## src/rtl/hbfm_pkg.sv

```systemverilog
package hbfm_pkg;

   // Reset values of the control registers
   localparam logic [7:0] MISS_TIMEOUT_RESET = 8'd15;
   localparam logic [3:0] TAKEOVER_RESET     = 4'd2;

   // Missed count saturates here
   localparam logic [3:0] MISS_COUNT_MAX = 4'd15;

   // Item kinds
   localparam logic KIND_HEARTBEAT = 1'b0;
   localparam logic KIND_CHECK     = 1'b1;

   // Control register indexes
   localparam logic CSR_MISS_TIMEOUT = 1'b0;
   localparam logic CSR_TAKEOVER     = 1'b1;

   // Result codes
   localparam logic [1:0] RC_OK          = 2'd0;
   localparam logic [1:0] RC_BAD_CLUSTER = 2'd1;
   localparam logic [1:0] RC_TABLE_FULL  = 2'd2;
   localparam logic [1:0] RC_NO_MASTER   = 2'd3;

   // Table update broadcast to every cell after a search or at a check tick
   typedef enum logic [2:0] {
      OP_NONE     = 3'd0,
      OP_CHECK    = 3'd1,
      OP_INSERT   = 3'd2,
      OP_REFRESH  = 3'd3,
      OP_TAKEOVER = 3'd4
   } op_type;

   // Search beat that walks the cell row, one cell per cycle
   typedef struct packed {
      logic        active;
      logic [2:0]  cluster;
      logic        node_type;
      logic [15:0] server_id;
      logic        node_hit;
      logic        node_is_master;
      logic        master_hit;
      logic        master_missed;
      logic [3:0]  master_count;
      logic        free_hit;
   } beat_type;

   typedef struct packed {
      op_type      op;
      logic [2:0]  cluster;
      logic        node_type;
      logic [15:0] server_id;
      logic [31:0] now;
      logic        new_master;
   } commit_type;

endpackage

```

## src/rtl/hbfm_cell.sv

```systemverilog
module hbfm_cell (
   input  logic                   clock,
   input  logic                   reset,
   input  hbfm_pkg::beat_type     beat_in,
   output hbfm_pkg::beat_type     beat_out,
   input  hbfm_pkg::commit_type   commit,
   input  logic [7:0]             miss_timeout
);
   import hbfm_pkg::*;

   // Entry storage
   logic        valid_ff, valid_in;
   logic [2:0]  cluster_ff, cluster_in;
   logic        type_ff, type_in;
   logic [15:0] id_ff, id_in;
   logic        master_ff, master_in;
   logic [31:0] seen_ff, seen_in;
   logic        missed_ff, missed_in;
   logic [3:0]  count_ff, count_in;

   // Which role this cell took in the last search
   logic node_sel_ff, master_sel_ff, free_sel_ff;

   beat_type beat_ff, beat_in_next;

   logic        match;
   logic        node_here;
   logic        master_here;
   logic        free_here;
   logic [31:0] age;
   logic        stale;

   // Search: first match of node, first master, first free slot
   assign match       = valid_ff && (cluster_ff == beat_in.cluster)
                        && (type_ff == beat_in.node_type);
   assign node_here   = match && (id_ff == beat_in.server_id) && !beat_in.node_hit;
   assign master_here = match && master_ff && !beat_in.master_hit;
   assign free_here   = !valid_ff && !beat_in.free_hit;

   always_comb begin
      beat_in_next = beat_in;
      if (node_here) begin
         beat_in_next.node_hit       = 1'b1;
         beat_in_next.node_is_master = master_ff;
      end
      if (master_here) begin
         beat_in_next.master_hit    = 1'b1;
         beat_in_next.master_missed = missed_ff;
         beat_in_next.master_count  = count_ff;
      end
      if (free_here) begin
         beat_in_next.free_hit = 1'b1;
      end
   end

   always_ff @(posedge clock) begin
      if (reset) begin
         beat_ff <= '0;
      end else begin
         beat_ff <= beat_in_next;
      end
   end

   assign beat_out = beat_ff;

   always_ff @(posedge clock) begin
      if (beat_in.active) begin
         node_sel_ff   <= node_here;
         master_sel_ff <= master_here;
         free_sel_ff   <= free_here;
      end
   end

   // Aging at a check tick, modulo 2^32
   assign age   = commit.now - seen_ff;
   assign stale = age > {24'd0, miss_timeout};

   // Commit of the broadcast update
   always_comb begin
      valid_in   = valid_ff;
      cluster_in = cluster_ff;
      type_in    = type_ff;
      id_in      = id_ff;
      master_in  = master_ff;
      seen_in    = seen_ff;
      missed_in  = missed_ff;
      count_in   = count_ff;
      unique case (commit.op)
         OP_NONE: begin
         end
         OP_CHECK: begin
            if (valid_ff) begin
               if (stale) begin
                  missed_in = 1'b1;
                  if (count_ff != MISS_COUNT_MAX) begin
                     count_in = count_ff + 4'd1;
                  end
               end else begin
                  count_in = 4'd0;
               end
            end
         end
         OP_INSERT: begin
            if (free_sel_ff) begin
               valid_in   = 1'b1;
               cluster_in = commit.cluster;
               type_in    = commit.node_type;
               id_in      = commit.server_id;
               master_in  = commit.new_master;
               seen_in    = commit.now;
               missed_in  = 1'b0;
               count_in   = 4'd0;
            end
         end
         OP_REFRESH: begin
            if (node_sel_ff) begin
               seen_in   = commit.now;
               missed_in = 1'b0;
               if (master_ff) begin
                  count_in = 4'd0;
               end
            end
         end
         OP_TAKEOVER: begin
            if (node_sel_ff) begin
               seen_in   = commit.now;
               missed_in = 1'b0;
               master_in = 1'b1;
            end else if (master_sel_ff) begin
               master_in = 1'b0;
            end
         end
         default: begin
         end
      endcase
   end

   always_ff @(posedge clock) begin
      if (reset) begin
         valid_ff <= 1'b0;
      end else begin
         valid_ff <= valid_in;
      end
   end

   always_ff @(posedge clock) begin
      cluster_ff <= cluster_in;
      type_ff    <= type_in;
      id_ff      <= id_in;
      master_ff  <= master_in;
      seen_ff    <= seen_in;
      missed_ff  <= missed_in;
      count_ff   <= count_in;
   end

endmodule

```

## src/rtl/heartbeat_failover_monitor.sv

```systemverilog
// Heartbeat master/standby failover monitor. The node table is a row of TABLE_DEPTH
// cells, one entry per cell. A heartbeat launches a search beat that walks the row one
// cell per cycle, picking up the sender's entry, the master of its cluster and type and
// the lowest free slot; the table update is then broadcast to all cells. A heartbeat
// with a bad cluster number is answered without a search, and a check tick broadcasts
// its update and gives no result. One item is in work at a time; a new item is stalled
// until the previous result beat has been taken.
module heartbeat_failover_monitor #(
   parameter int TABLE_DEPTH  = 16,
   parameter int NUM_CLUSTERS = 3
) (
   input  logic        clock,
   input  logic        reset,
   input  logic        req_valid,
   output logic        req_stall,
   input  logic        req_kind,
   input  logic [31:0] req_now_seconds,
   input  logic [2:0]  req_cluster_number,
   input  logic        req_node_type,
   input  logic [15:0] req_server_id,
   output logic        rsp_valid,
   input  logic        rsp_stall,
   output logic        rsp_ack_status,
   output logic        rsp_reconnect,
   output logic        rsp_promoted,
   output logic [1:0]  rsp_result_code,
   input  logic        csr_write_enable,
   input  logic        csr_index,
   input  logic [7:0]  csr_write_data
);
   import hbfm_pkg::*;

   typedef enum logic [1:0] {
      ST_IDLE,
      ST_SCAN,
      ST_COMMIT
   } state_type;

   state_type  state_ff, state_in;
   beat_type   head_ff, head_in;
   commit_type commit_ff, commit_in;
   logic [31:0] now_ff, now_in;
   logic       rsp_valid_ff, rsp_valid_in;
   logic       ack_ff, ack_in;
   logic       reconnect_ff, reconnect_in;
   logic       promoted_ff, promoted_in;
   logic [1:0] code_ff, code_in;

   logic [7:0] miss_timeout_ff;
   logic [3:0] takeover_ff;

   beat_type chain [TABLE_DEPTH+1];
   beat_type tail;
   logic     req_accept;
   logic     bad_cluster;

   // Control registers
   always_ff @(posedge clock) begin
      if (reset) begin
         miss_timeout_ff <= MISS_TIMEOUT_RESET;
         takeover_ff     <= TAKEOVER_RESET;
      end else if (csr_write_enable) begin
         unique case (csr_index)
            CSR_MISS_TIMEOUT: miss_timeout_ff <= csr_write_data;
            CSR_TAKEOVER:     takeover_ff     <= csr_write_data[3:0];
            default: begin
            end
         endcase
      end
   end

   // Cell row
   assign chain[0] = head_ff;

   for (genvar g = 0; g < TABLE_DEPTH; g++) begin : g_cell
      hbfm_cell u_cell (
         .clock        (clock),
         .reset        (reset),
         .beat_in      (chain[g]),
         .beat_out     (chain[g+1]),
         .commit       (commit_ff),
         .miss_timeout (miss_timeout_ff)
      );
   end

   assign tail = chain[TABLE_DEPTH];

   assign req_stall   = (state_ff != ST_IDLE) || rsp_valid_ff;
   assign req_accept  = req_valid && !req_stall;
   assign bad_cluster = (req_cluster_number == 3'd0)
                        || (req_cluster_number > 3'(NUM_CLUSTERS));

   // Sequencer
   always_comb begin
      state_in     = state_ff;
      head_in      = '0;
      commit_in    = '0;
      now_in       = now_ff;
      rsp_valid_in = rsp_valid_ff && rsp_stall;
      ack_in       = ack_ff;
      reconnect_in = reconnect_ff;
      promoted_in  = promoted_ff;
      code_in      = code_ff;
      unique case (state_ff)
         ST_IDLE: begin
            if (req_accept) begin
               now_in = req_now_seconds;
               if (req_kind == KIND_CHECK) begin
                  commit_in.op  = OP_CHECK;
                  commit_in.now = req_now_seconds;
                  state_in      = ST_COMMIT;
               end else if (bad_cluster) begin
                  rsp_valid_in = 1'b1;
                  ack_in       = 1'b0;
                  reconnect_in = 1'b0;
                  promoted_in  = 1'b0;
                  code_in      = RC_BAD_CLUSTER;
               end else begin
                  head_in.active    = 1'b1;
                  head_in.cluster   = req_cluster_number;
                  head_in.node_type = req_node_type;
                  head_in.server_id = req_server_id;
                  state_in          = ST_SCAN;
               end
            end
         end
         ST_SCAN: begin
            if (tail.active) begin
               commit_in.cluster    = tail.cluster;
               commit_in.node_type  = tail.node_type;
               commit_in.server_id  = tail.server_id;
               commit_in.now        = now_ff;
               commit_in.new_master = !tail.master_hit;
               rsp_valid_in         = 1'b1;
               promoted_in          = 1'b0;
               code_in              = RC_OK;
               state_in             = ST_COMMIT;
               if (!tail.node_hit) begin
                  reconnect_in = 1'b0;
                  if (!tail.free_hit) begin
                     ack_in  = 1'b0;
                     code_in = RC_TABLE_FULL;
                  end else begin
                     commit_in.op = OP_INSERT;
                     ack_in       = !tail.master_hit;
                  end
               end else begin
                  reconnect_in = 1'b1;
                  ack_in       = 1'b1;
                  commit_in.op = OP_REFRESH;
                  if (!tail.node_is_master) begin
                     if (!tail.master_hit) begin
                        code_in = RC_NO_MASTER;
                     end else if (tail.master_missed
                                  && (tail.master_count >= takeover_ff)) begin
                        commit_in.op = OP_TAKEOVER;
                        ack_in       = 1'b0;
                        promoted_in  = 1'b1;
                     end
                  end
               end
            end
         end
         ST_COMMIT: begin
            state_in = ST_IDLE;
         end
         default: begin
            state_in = ST_IDLE;
         end
      endcase
   end

   always_ff @(posedge clock) begin
      if (reset) begin
         state_ff     <= ST_IDLE;
         head_ff      <= '0;
         commit_ff    <= '0;
         now_ff       <= '0;
         rsp_valid_ff <= 1'b0;
         ack_ff       <= 1'b0;
         reconnect_ff <= 1'b0;
         promoted_ff  <= 1'b0;
         code_ff      <= RC_OK;
      end else begin
         state_ff     <= state_in;
         head_ff      <= head_in;
         commit_ff    <= commit_in;
         now_ff       <= now_in;
         rsp_valid_ff <= rsp_valid_in;
         ack_ff       <= ack_in;
         reconnect_ff <= reconnect_in;
         promoted_ff  <= promoted_in;
         code_ff      <= code_in;
      end
   end

   assign rsp_valid       = rsp_valid_ff;
   assign rsp_ack_status  = ack_ff;
   assign rsp_reconnect   = reconnect_ff;
   assign rsp_promoted    = promoted_ff;
   assign rsp_result_code = code_ff;

`ifndef SYNTH
   // The search beat leaves the row only while the sequencer waits for it
   assert property (@(posedge clock) disable iff (reset)
      tail.active |-> (state_ff == ST_SCAN))
      else $error("search beat left the row outside the scan");

   // Every accepted item either starts work or answers at once
   assert property (@(posedge clock) disable iff (reset)
      req_accept |=> ((state_ff != ST_IDLE) || rsp_valid_ff))
      else $error("accepted item was dropped");

   // An update is broadcast for a single cycle
   assert property (@(posedge clock) disable iff (reset)
      (commit_ff.op != OP_NONE) |=> (commit_ff.op == OP_NONE))
      else $error("table update repeated");

   // Only a known standby can be promoted
   assert property (@(posedge clock) disable iff (reset)
      (rsp_valid_ff && rsp_promoted) |-> (rsp_reconnect && !rsp_ack_status))
      else $error("promotion of an unknown node");
`endif

endmodule

```

## config.mk

```make
export PLATFORM = sky130hd
export DESIGN_NAME = heartbeat_failover_monitor
export DESIGN_NICKNAME = d
export VERILOG_FILES = /design/src/rtl/hbfm_pkg.sv /design/src/rtl/hbfm_cell.sv /design/src/rtl/heartbeat_failover_monitor.sv
export SDC_FILE = /design/constraint.sdc
export NUM_CORES = 2
export LEC_CHECK = 0
export BUFFER_PORTS_ARGS = -buffer_cell sky130_fd_sc_hd__buf_4
export CELL_PAD_IN_SITES_DETAIL_PLACEMENT = 0
export CELL_PAD_IN_SITES_GLOBAL_PLACEMENT = 1
export CORE_MARGIN = 4
export CORE_UTILIZATION = 50
export DETAILED_ROUTE_END_ITERATION = 16
export PLACE_DENSITY = 0.76
export SKIP_LAST_GASP = 1
export SLEW_MARGIN = 30
export SYNTH_ARGS = -nofsm -noshare
export SYNTH_HDL_FRONTEND = slang
export SYNTH_SLANG_ARGS = --single-unit
```

## constraint.sdc

```tcl
create_clock -name clock -period 11.1 [get_ports clock]
set_input_delay 0.555 -clock clock [delete_from_list [all_inputs] [get_ports clock]]
set_output_delay 0.555 -clock clock [all_outputs]
set_load 0.02 [all_outputs]
```

-- Word-level counts from Yosys, hierarchy flattened
Cells that the tools add are included.
- bits of input ports: 67
- flip-flop bits (word level): 1610
- output and inout port bits: 7
- word-level logic and storage cells: 1301
- reduce and logical (&&, ||, !) cells: 280
- $add $sub $neg: 32
- bitwise logic cells: 5
- magnitude comparators: 18
- mux-type cells: 403
- eq/ne operators: 202
- operators by type and width (cell ; count):
    $mux W32 ; 34
    $pmux W32 S2 ; 17
    $gt A32 B8 Y1 ; 16
    $sub A32 B32 Y32 ; 16
    $mux W4 ; 96
    $eq A16 B16 Y1 ; 16
    $ne A2 B1 Y1 const B ; 97
    $pmux W4 S3 ; 16
    $mux W1 ; 150
    $logic_and A1 B1 Y1 ; 115
    $reduce_and A3 Y1 ; 33
    $mux W6 ; 16
    $reduce_and A6 Y1 ; 16
    $reduce_and A5 Y1 ; 17
    $logic_not A1 Y1 ; 66
    $add A4 B1 Y4 const B ; 16
    $ne A4 B4 Y1 const B ; 16
    $mux W2 ; 29
    $mux W56 ; 1
    $ne A3 B3 Y1 const B ; 17
    $eq A3 B3 Y1 ; 16
    $ne A3 B1 Y1 const B ; 16
    $pmux W1 S3 ; 16
    $pmux W1 S2 ; 20
    23 further kinds ; 72

-- Longest topological paths before layout
- word-level depth: 8
- depth in mapped cells: 19
- depth with buffers taken out: 19

-- Hierarchy
Synthesis repeated with hierarchy kept, for this count alone.
- cell total of the unflattened synthesis: 9591
- area, all modules: 94239.1 um^2
- by module, submodules not included (module ; seq. area each (um^2) ; times used ; cells an instance ; area each (um^2)):
    hbfm_cell (g_cell[10].u_cell ...) ; 2452.4 ; 10 ; 565 ; 5577.8
    hbfm_cell (g_cell[0].u_cell ...) ; 2452.4 ; 2 ; 580 ; 5753.0
    hbfm_cell (g_cell[13].u_cell) ; 2452.4 ; 1 ; 610 ; 5835.6
    hbfm_cell (g_cell[7].u_cell) ; 2452.4 ; 1 ; 571 ; 5609.1
    hbfm_cell (g_cell[8].u_cell) ; 2452.4 ; 1 ; 573 ; 5579.1
    hbfm_cell (g_cell[9].u_cell) ; 2452.4 ; 1 ; 562 ; 5547.8
    heartbeat_failover_monitor ; 2582.5 ; 1 ; 465 ; 4383.0

-- Worst setup path after synthesis
Ideal clock, no wire load.
- kind: register to register
- start: register commit_ff[2] (netlist bit)
- end: register g_cell[14].u_cell.count_ff[0], enable pin
- buffers on the path: 0
- slack: 5.484 ns
- required time: 10.753 ns
- setup time: 0.347 ns
- cell stages (with the launch flop): 18
- period minus slack after synthesis: 5.616 ns
- arrival time: 5.269 ns
- cells stage by stage: dfxtp_1 inv_1 fa_1 and2b_1 o21a_1 nor2_1 xnor2_1 ha_1 nand4_1 nor2_1 a21oi_1 or4_1 nor4_1 nand4_1 nor4_1 o2111ai_1 or4_4 a311oi_2
- cells in the longest elaborated chain, start to end: 4
- RTL lines (element ; line ; source):
    start, declared ; heartbeat_failover_monitor.sv:41 ; commit_type commit_ff, commit_in;
    start signal, assigned ; heartbeat_failover_monitor.sv:187 ; commit_ff <= commit_in;
    $sub A32 B32 Y32 ; hbfm_cell.sv:75 ; assign age = commit.now - seen_ff;
    $gt A32 B8 Y1 ; hbfm_cell.sv:76 ; assign stale = age > {24'd0, miss_timeout};
    $ne A3 B3 Y1 (no source line) ; n/a ;
    $reduce_and A6 Y1 (no source line) ; n/a ;
    end signal, assigned ; hbfm_cell.sv:153 ; count_ff <= count_in;
    end, declared ; hbfm_cell.sv:19 ; logic [3:0] count_ff, count_in;
No other way between the ends.
A chain may end at the register's enable or synchronous reset.

-- Worst setup path in the final report
- start: register commit_ff[1] (netlist bit)
- end: register g_cell[7].u_cell.count_ff[0], enable pin
- cells in the longest elaborated chain, start to end: 4
- RTL lines (element ; line):
    $sub A32 B32 Y32 ; hbfm_cell.sv:75
    $gt A32 B8 Y1 ; hbfm_cell.sv:76
    $ne A3 B3 Y1 (no source line) ; n/a
    $reduce_and A6 Y1 (no source line) ; n/a
    end signal, assigned ; hbfm_cell.sv:153
    end, declared ; hbfm_cell.sv:19
No other way between the ends.

==> qor.yml <==
crit_type: "register to register"
yosys-mux-area-fraction: 0.0180
tightest_slew_ps: 1020
wl_per_cell_um: 22.7
p_clk_frac: 0.462
cts_tree: "built"
fin_area_um2: 99900
end_kind: "register"
start_util: 0.503
setup_violations: 0
timing.fmax_mhz: 163
area.growth.synth_to_final_pct: 11.3
cts-buffers-inserted: 171
nets: 9875
hp-class: "primary input to register"
critPathTopFamily: "simple AND/OR/NAND/NOR gates"
avgSynthCellArea_um2: 9.91
synth_nets: 9777
cp_cell_sequence: "buf_4 > inv_1 > buf_4 > ha_1 > fa_1 > nand2b_1 > a21oi_1 > nor2_1 > xnor2_1 > ha_1 > nand4_1 > nor2_1 > a21oi_1 > a2111oi_0 > o211ai_1 > nor4_1 > nand4_1 > nor4_1 > nand4_1 > a211oi_1"
rows: 155
max_stage_delay_ps: 710
crit_top_cell: "nand4_1"
drc: 0
synth_ff_type: "edfxtp_1"
drt_iter0_markers: 5718
cp.arrival_ps: 6560
htreeDepth: 4
die_height_um: 432
setup_tns_ps: 0
combPwrFrac: 0.060
sw_frac_of_total: 0.231
cts-root-buf: "clkbuf_16"
synth_top_family_by_area: "compound AO/OA/AOI/OAI gates"
required_ps: 11520
dpl_cell_area_um2: 93100
async_reset_ff_frac: 0
crit_path_start_kind: "register"
antenna_found_initial: 14
switchingPower_mw: 3.05
crit_slowest_cell: "a211oi_1"
io_buffers: 73
layout_worst_path_cycle_share: 0.553
dr.pass1.iters: 6
syn_area_um2: 89700
cts.clk_slew.worst_paths_ps: 60
leakage_nw: 41.2
yosys_warnings: 0
drt-total-wl_um: 265000
p_int_mw: 10.1
maxSlewViolCount: 0
io_pins: 74
grt_max_degree: 195
place_congestion: 0.911
die_w_um: 432
seq_area_frac_synth: 0.466
die-area_um2: 186000
clock-skew-final_ps: 58.3
fin_hold_ws_ps: 53.5
cap_violations: 0
synth-compound-area-share: 0.163
cp.buffers_inverters: 3
synth_fa_ha_area_frac: 0.0934
rsz0062_at_grt: "no"
place_hpwl_um: 188000
clk_path_buf_depth: 3
overflow: 0
path_max_fanout: 17
relSlewSlack: 0.312
status: "finished clean"
synthCells: 9050
vias_per_cell: 5.91
synth_edf_count: 976
drive_gt1_frac: 0.0687
clock_latency_ps: 840
power.density_nw_per_um2: 132
synthXorXnorAreaFrac: 0.0567
cts.sinks: 1601
p_seq_frac: 0.477
grt_usage: 0.278
antenna_left: 0
ir_drop_mv: 0.214
ys_types: 108
hold_viol: 0
synth-simple-area-share: 0.160
cts_resized: 0
grt_pass1_vias: 66300
core_area_um2: 178000
vias: 68900
grt_pass1_wl_um: 401000
synth_seq_cells: 1601
period_minus_slack_ps: 6140
-- layout by cell type (no fill, tap or decap), types with 146 or more instances in the layout --
master,instances
o21a_1,147
inv_1,688
nand2_1,642
nand4_1,221
a21o_1,202
dfxtp_1,586
ha_1,644
xor2_1,152
xnor2_1,429
edfxtp_1,976
nor3_1,154
buf_4,170
nand3_1,172
a21oi_1,681
o21ai_0,340
nor2b_1,416
mux2i_1,146
nor2_1,621
clkbuf_16,180
-- routing by layer --
metal / wire [um] / track usage / share of wire / vias to the layer above
li1: - / - / - / 33100
met5: 0 / 0 / 0 / -
met4: 9360 / 0.0942 / 0.035 / 0
met2: 125000 / 0.464 / 0.47 / 1839
met1: 118000 / 0.377 / 0.44 / 33600
met3: 13300 / 0.0344 / 0.050 / 394
-- through the flow --
step	setup slack [ps]	instances	utilization	power (mW)
floorplan	5480	9050	-	6.93
global placement	5080	11300	0.521	7.18
detailed placement	5020	11300	0.522	7.19
CTS	4970	11700	0.559	13.3
global route	4540	11700	0.560	13.6
finish	4960	11700	0.560	13.2
-- registers in the layout (all words and copies together) (netlist names), 21 cells and up --
| register | flops |
|---|---|
| commit_ff | 56 |
| g_cell.u_cell.count_ff | 64 |
| g_cell.u_cell.beat_out | 480 |
| now_ff | 32 |
| chain | 21 |
| g_cell.u_cell.cluster_ff | 48 |
| g_cell.u_cell.id_ff | 256 |
| g_cell.u_cell.seen_ff | 512 |
-- kinds of logic (layout without fill, tap and decap cells) --
kind of cell | Yosys count | after routing
multiplexers | 160 | 160
buffers and inverters | 1001 | 1250
other | 1 | 8
flip-flops | 1601 | 1601
adder cells (fa/ha/maj) | 660 | 660
AND/OR/NAND/NOR | 2813 | 2813
XOR/XNOR | 581 | 581
AO/OA/AOI/OAI | 2233 | 2233
-- cell usage after synthesis, drive strengths merged (22+ instances only) --
master | instances | share of area
nand2b | 91 | 0.0063
o211ai | 86 | 0.0072
or3 | 32 | 0.0022
edfxtp | 976 | 0.33
inv | 689 | 0.029
a311oi | 23 | 0.0023
buf | 24 | 0.0012
nor3 | 155 | 0.0086
and4 | 27 | 0.0026
clkbuf | 288 | 0.012
o32ai | 23 | 0.0022
a211oi | 70 | 0.0060
nor2 | 626 | 0.026
or2 | 31 | 0.0022
o21bai | 58 | 0.0049
a31o | 22 | 0.0021
o2111ai | 36 | 0.0035
o221ai | 25 | 0.0024
xor2 | 152 | 0.015
dfxtp | 625 | 0.14
o31ai | 38 | 0.0032
nor3b | 40 | 0.0033
nand3 | 172 | 0.0096
o31a | 29 | 0.0028
o22ai | 34 | 0.0024
a22oi | 48 | 0.0040
xnor2 | 429 | 0.042
o21a | 147 | 0.012
nor4 | 84 | 0.0066
nand4 | 222 | 0.016
a21boi | 30 | 0.0026
nor2b | 417 | 0.029
a2111oi | 24 | 0.0023
a21o | 202 | 0.017
mux2i | 146 | 0.016
a21oi | 688 | 0.039
ha | 644 | 0.090
and2 | 108 | 0.0075
o21ai | 363 | 0.020
and3 | 90 | 0.0063
a31oi | 104 | 0.0074
nand2 | 642 | 0.027
a211o | 33 | 0.0032
-- power by group through the flow --
stage | clock network (mW) | registers (mW) | logic (mW)
3_5_place_dp | 0 | 6.43 | 0.763
4_1_cts | 6.22 | 6.30 | 0.786
5_1_grt | 6.46 | 6.30 | 0.872
3_3_place_gp | 0 | 6.43 | 0.759
2_1_floorplan | 0 | 6.43 | 0.499
6_report | 6.10 | 6.30 | 0.793
-- final timing paths --
kind	depth (start not counted)	slack, ps	startpoint	end
max	20	4960	commit_ff[1]	g_cell[7].u_cell.count_ff[0]
min	3	50	rsp_stall	rsp_valid
max reg2reg	20	4960	commit_ff[1]	g_cell[7].u_cell.count_ff[0]
min reg2reg	2	410	g_cell[8].u_cell.beat_out[2]	g_cell[9].u_cell.beat_out[2]
-- worst min-delay path, cell delays in order --
cell	delay, ps
buf_4	80
a21oi_1	50
a21oi_1	130
-- what timing repair did --
| action | CTS | global route |
|---|---|---|
| hold buffers | 62 | 0 |
| endpoints found under the hold margin | 88 | 0 |
| buffers inserted | 0 | 0 |
-- final cells by class --
cell class	instances	area, um2
multi-input cells	6448	44300
clock inverters	93	1230
well taps	2355	2950
repair buffers	237	1980
fillers	15700	78600
flip-flops and latches	1601	41900
inverters	689	2590
clock buffers	231	4900
diodes	7	17.5
Note: power is estimated with default switching activity, not from simulation.
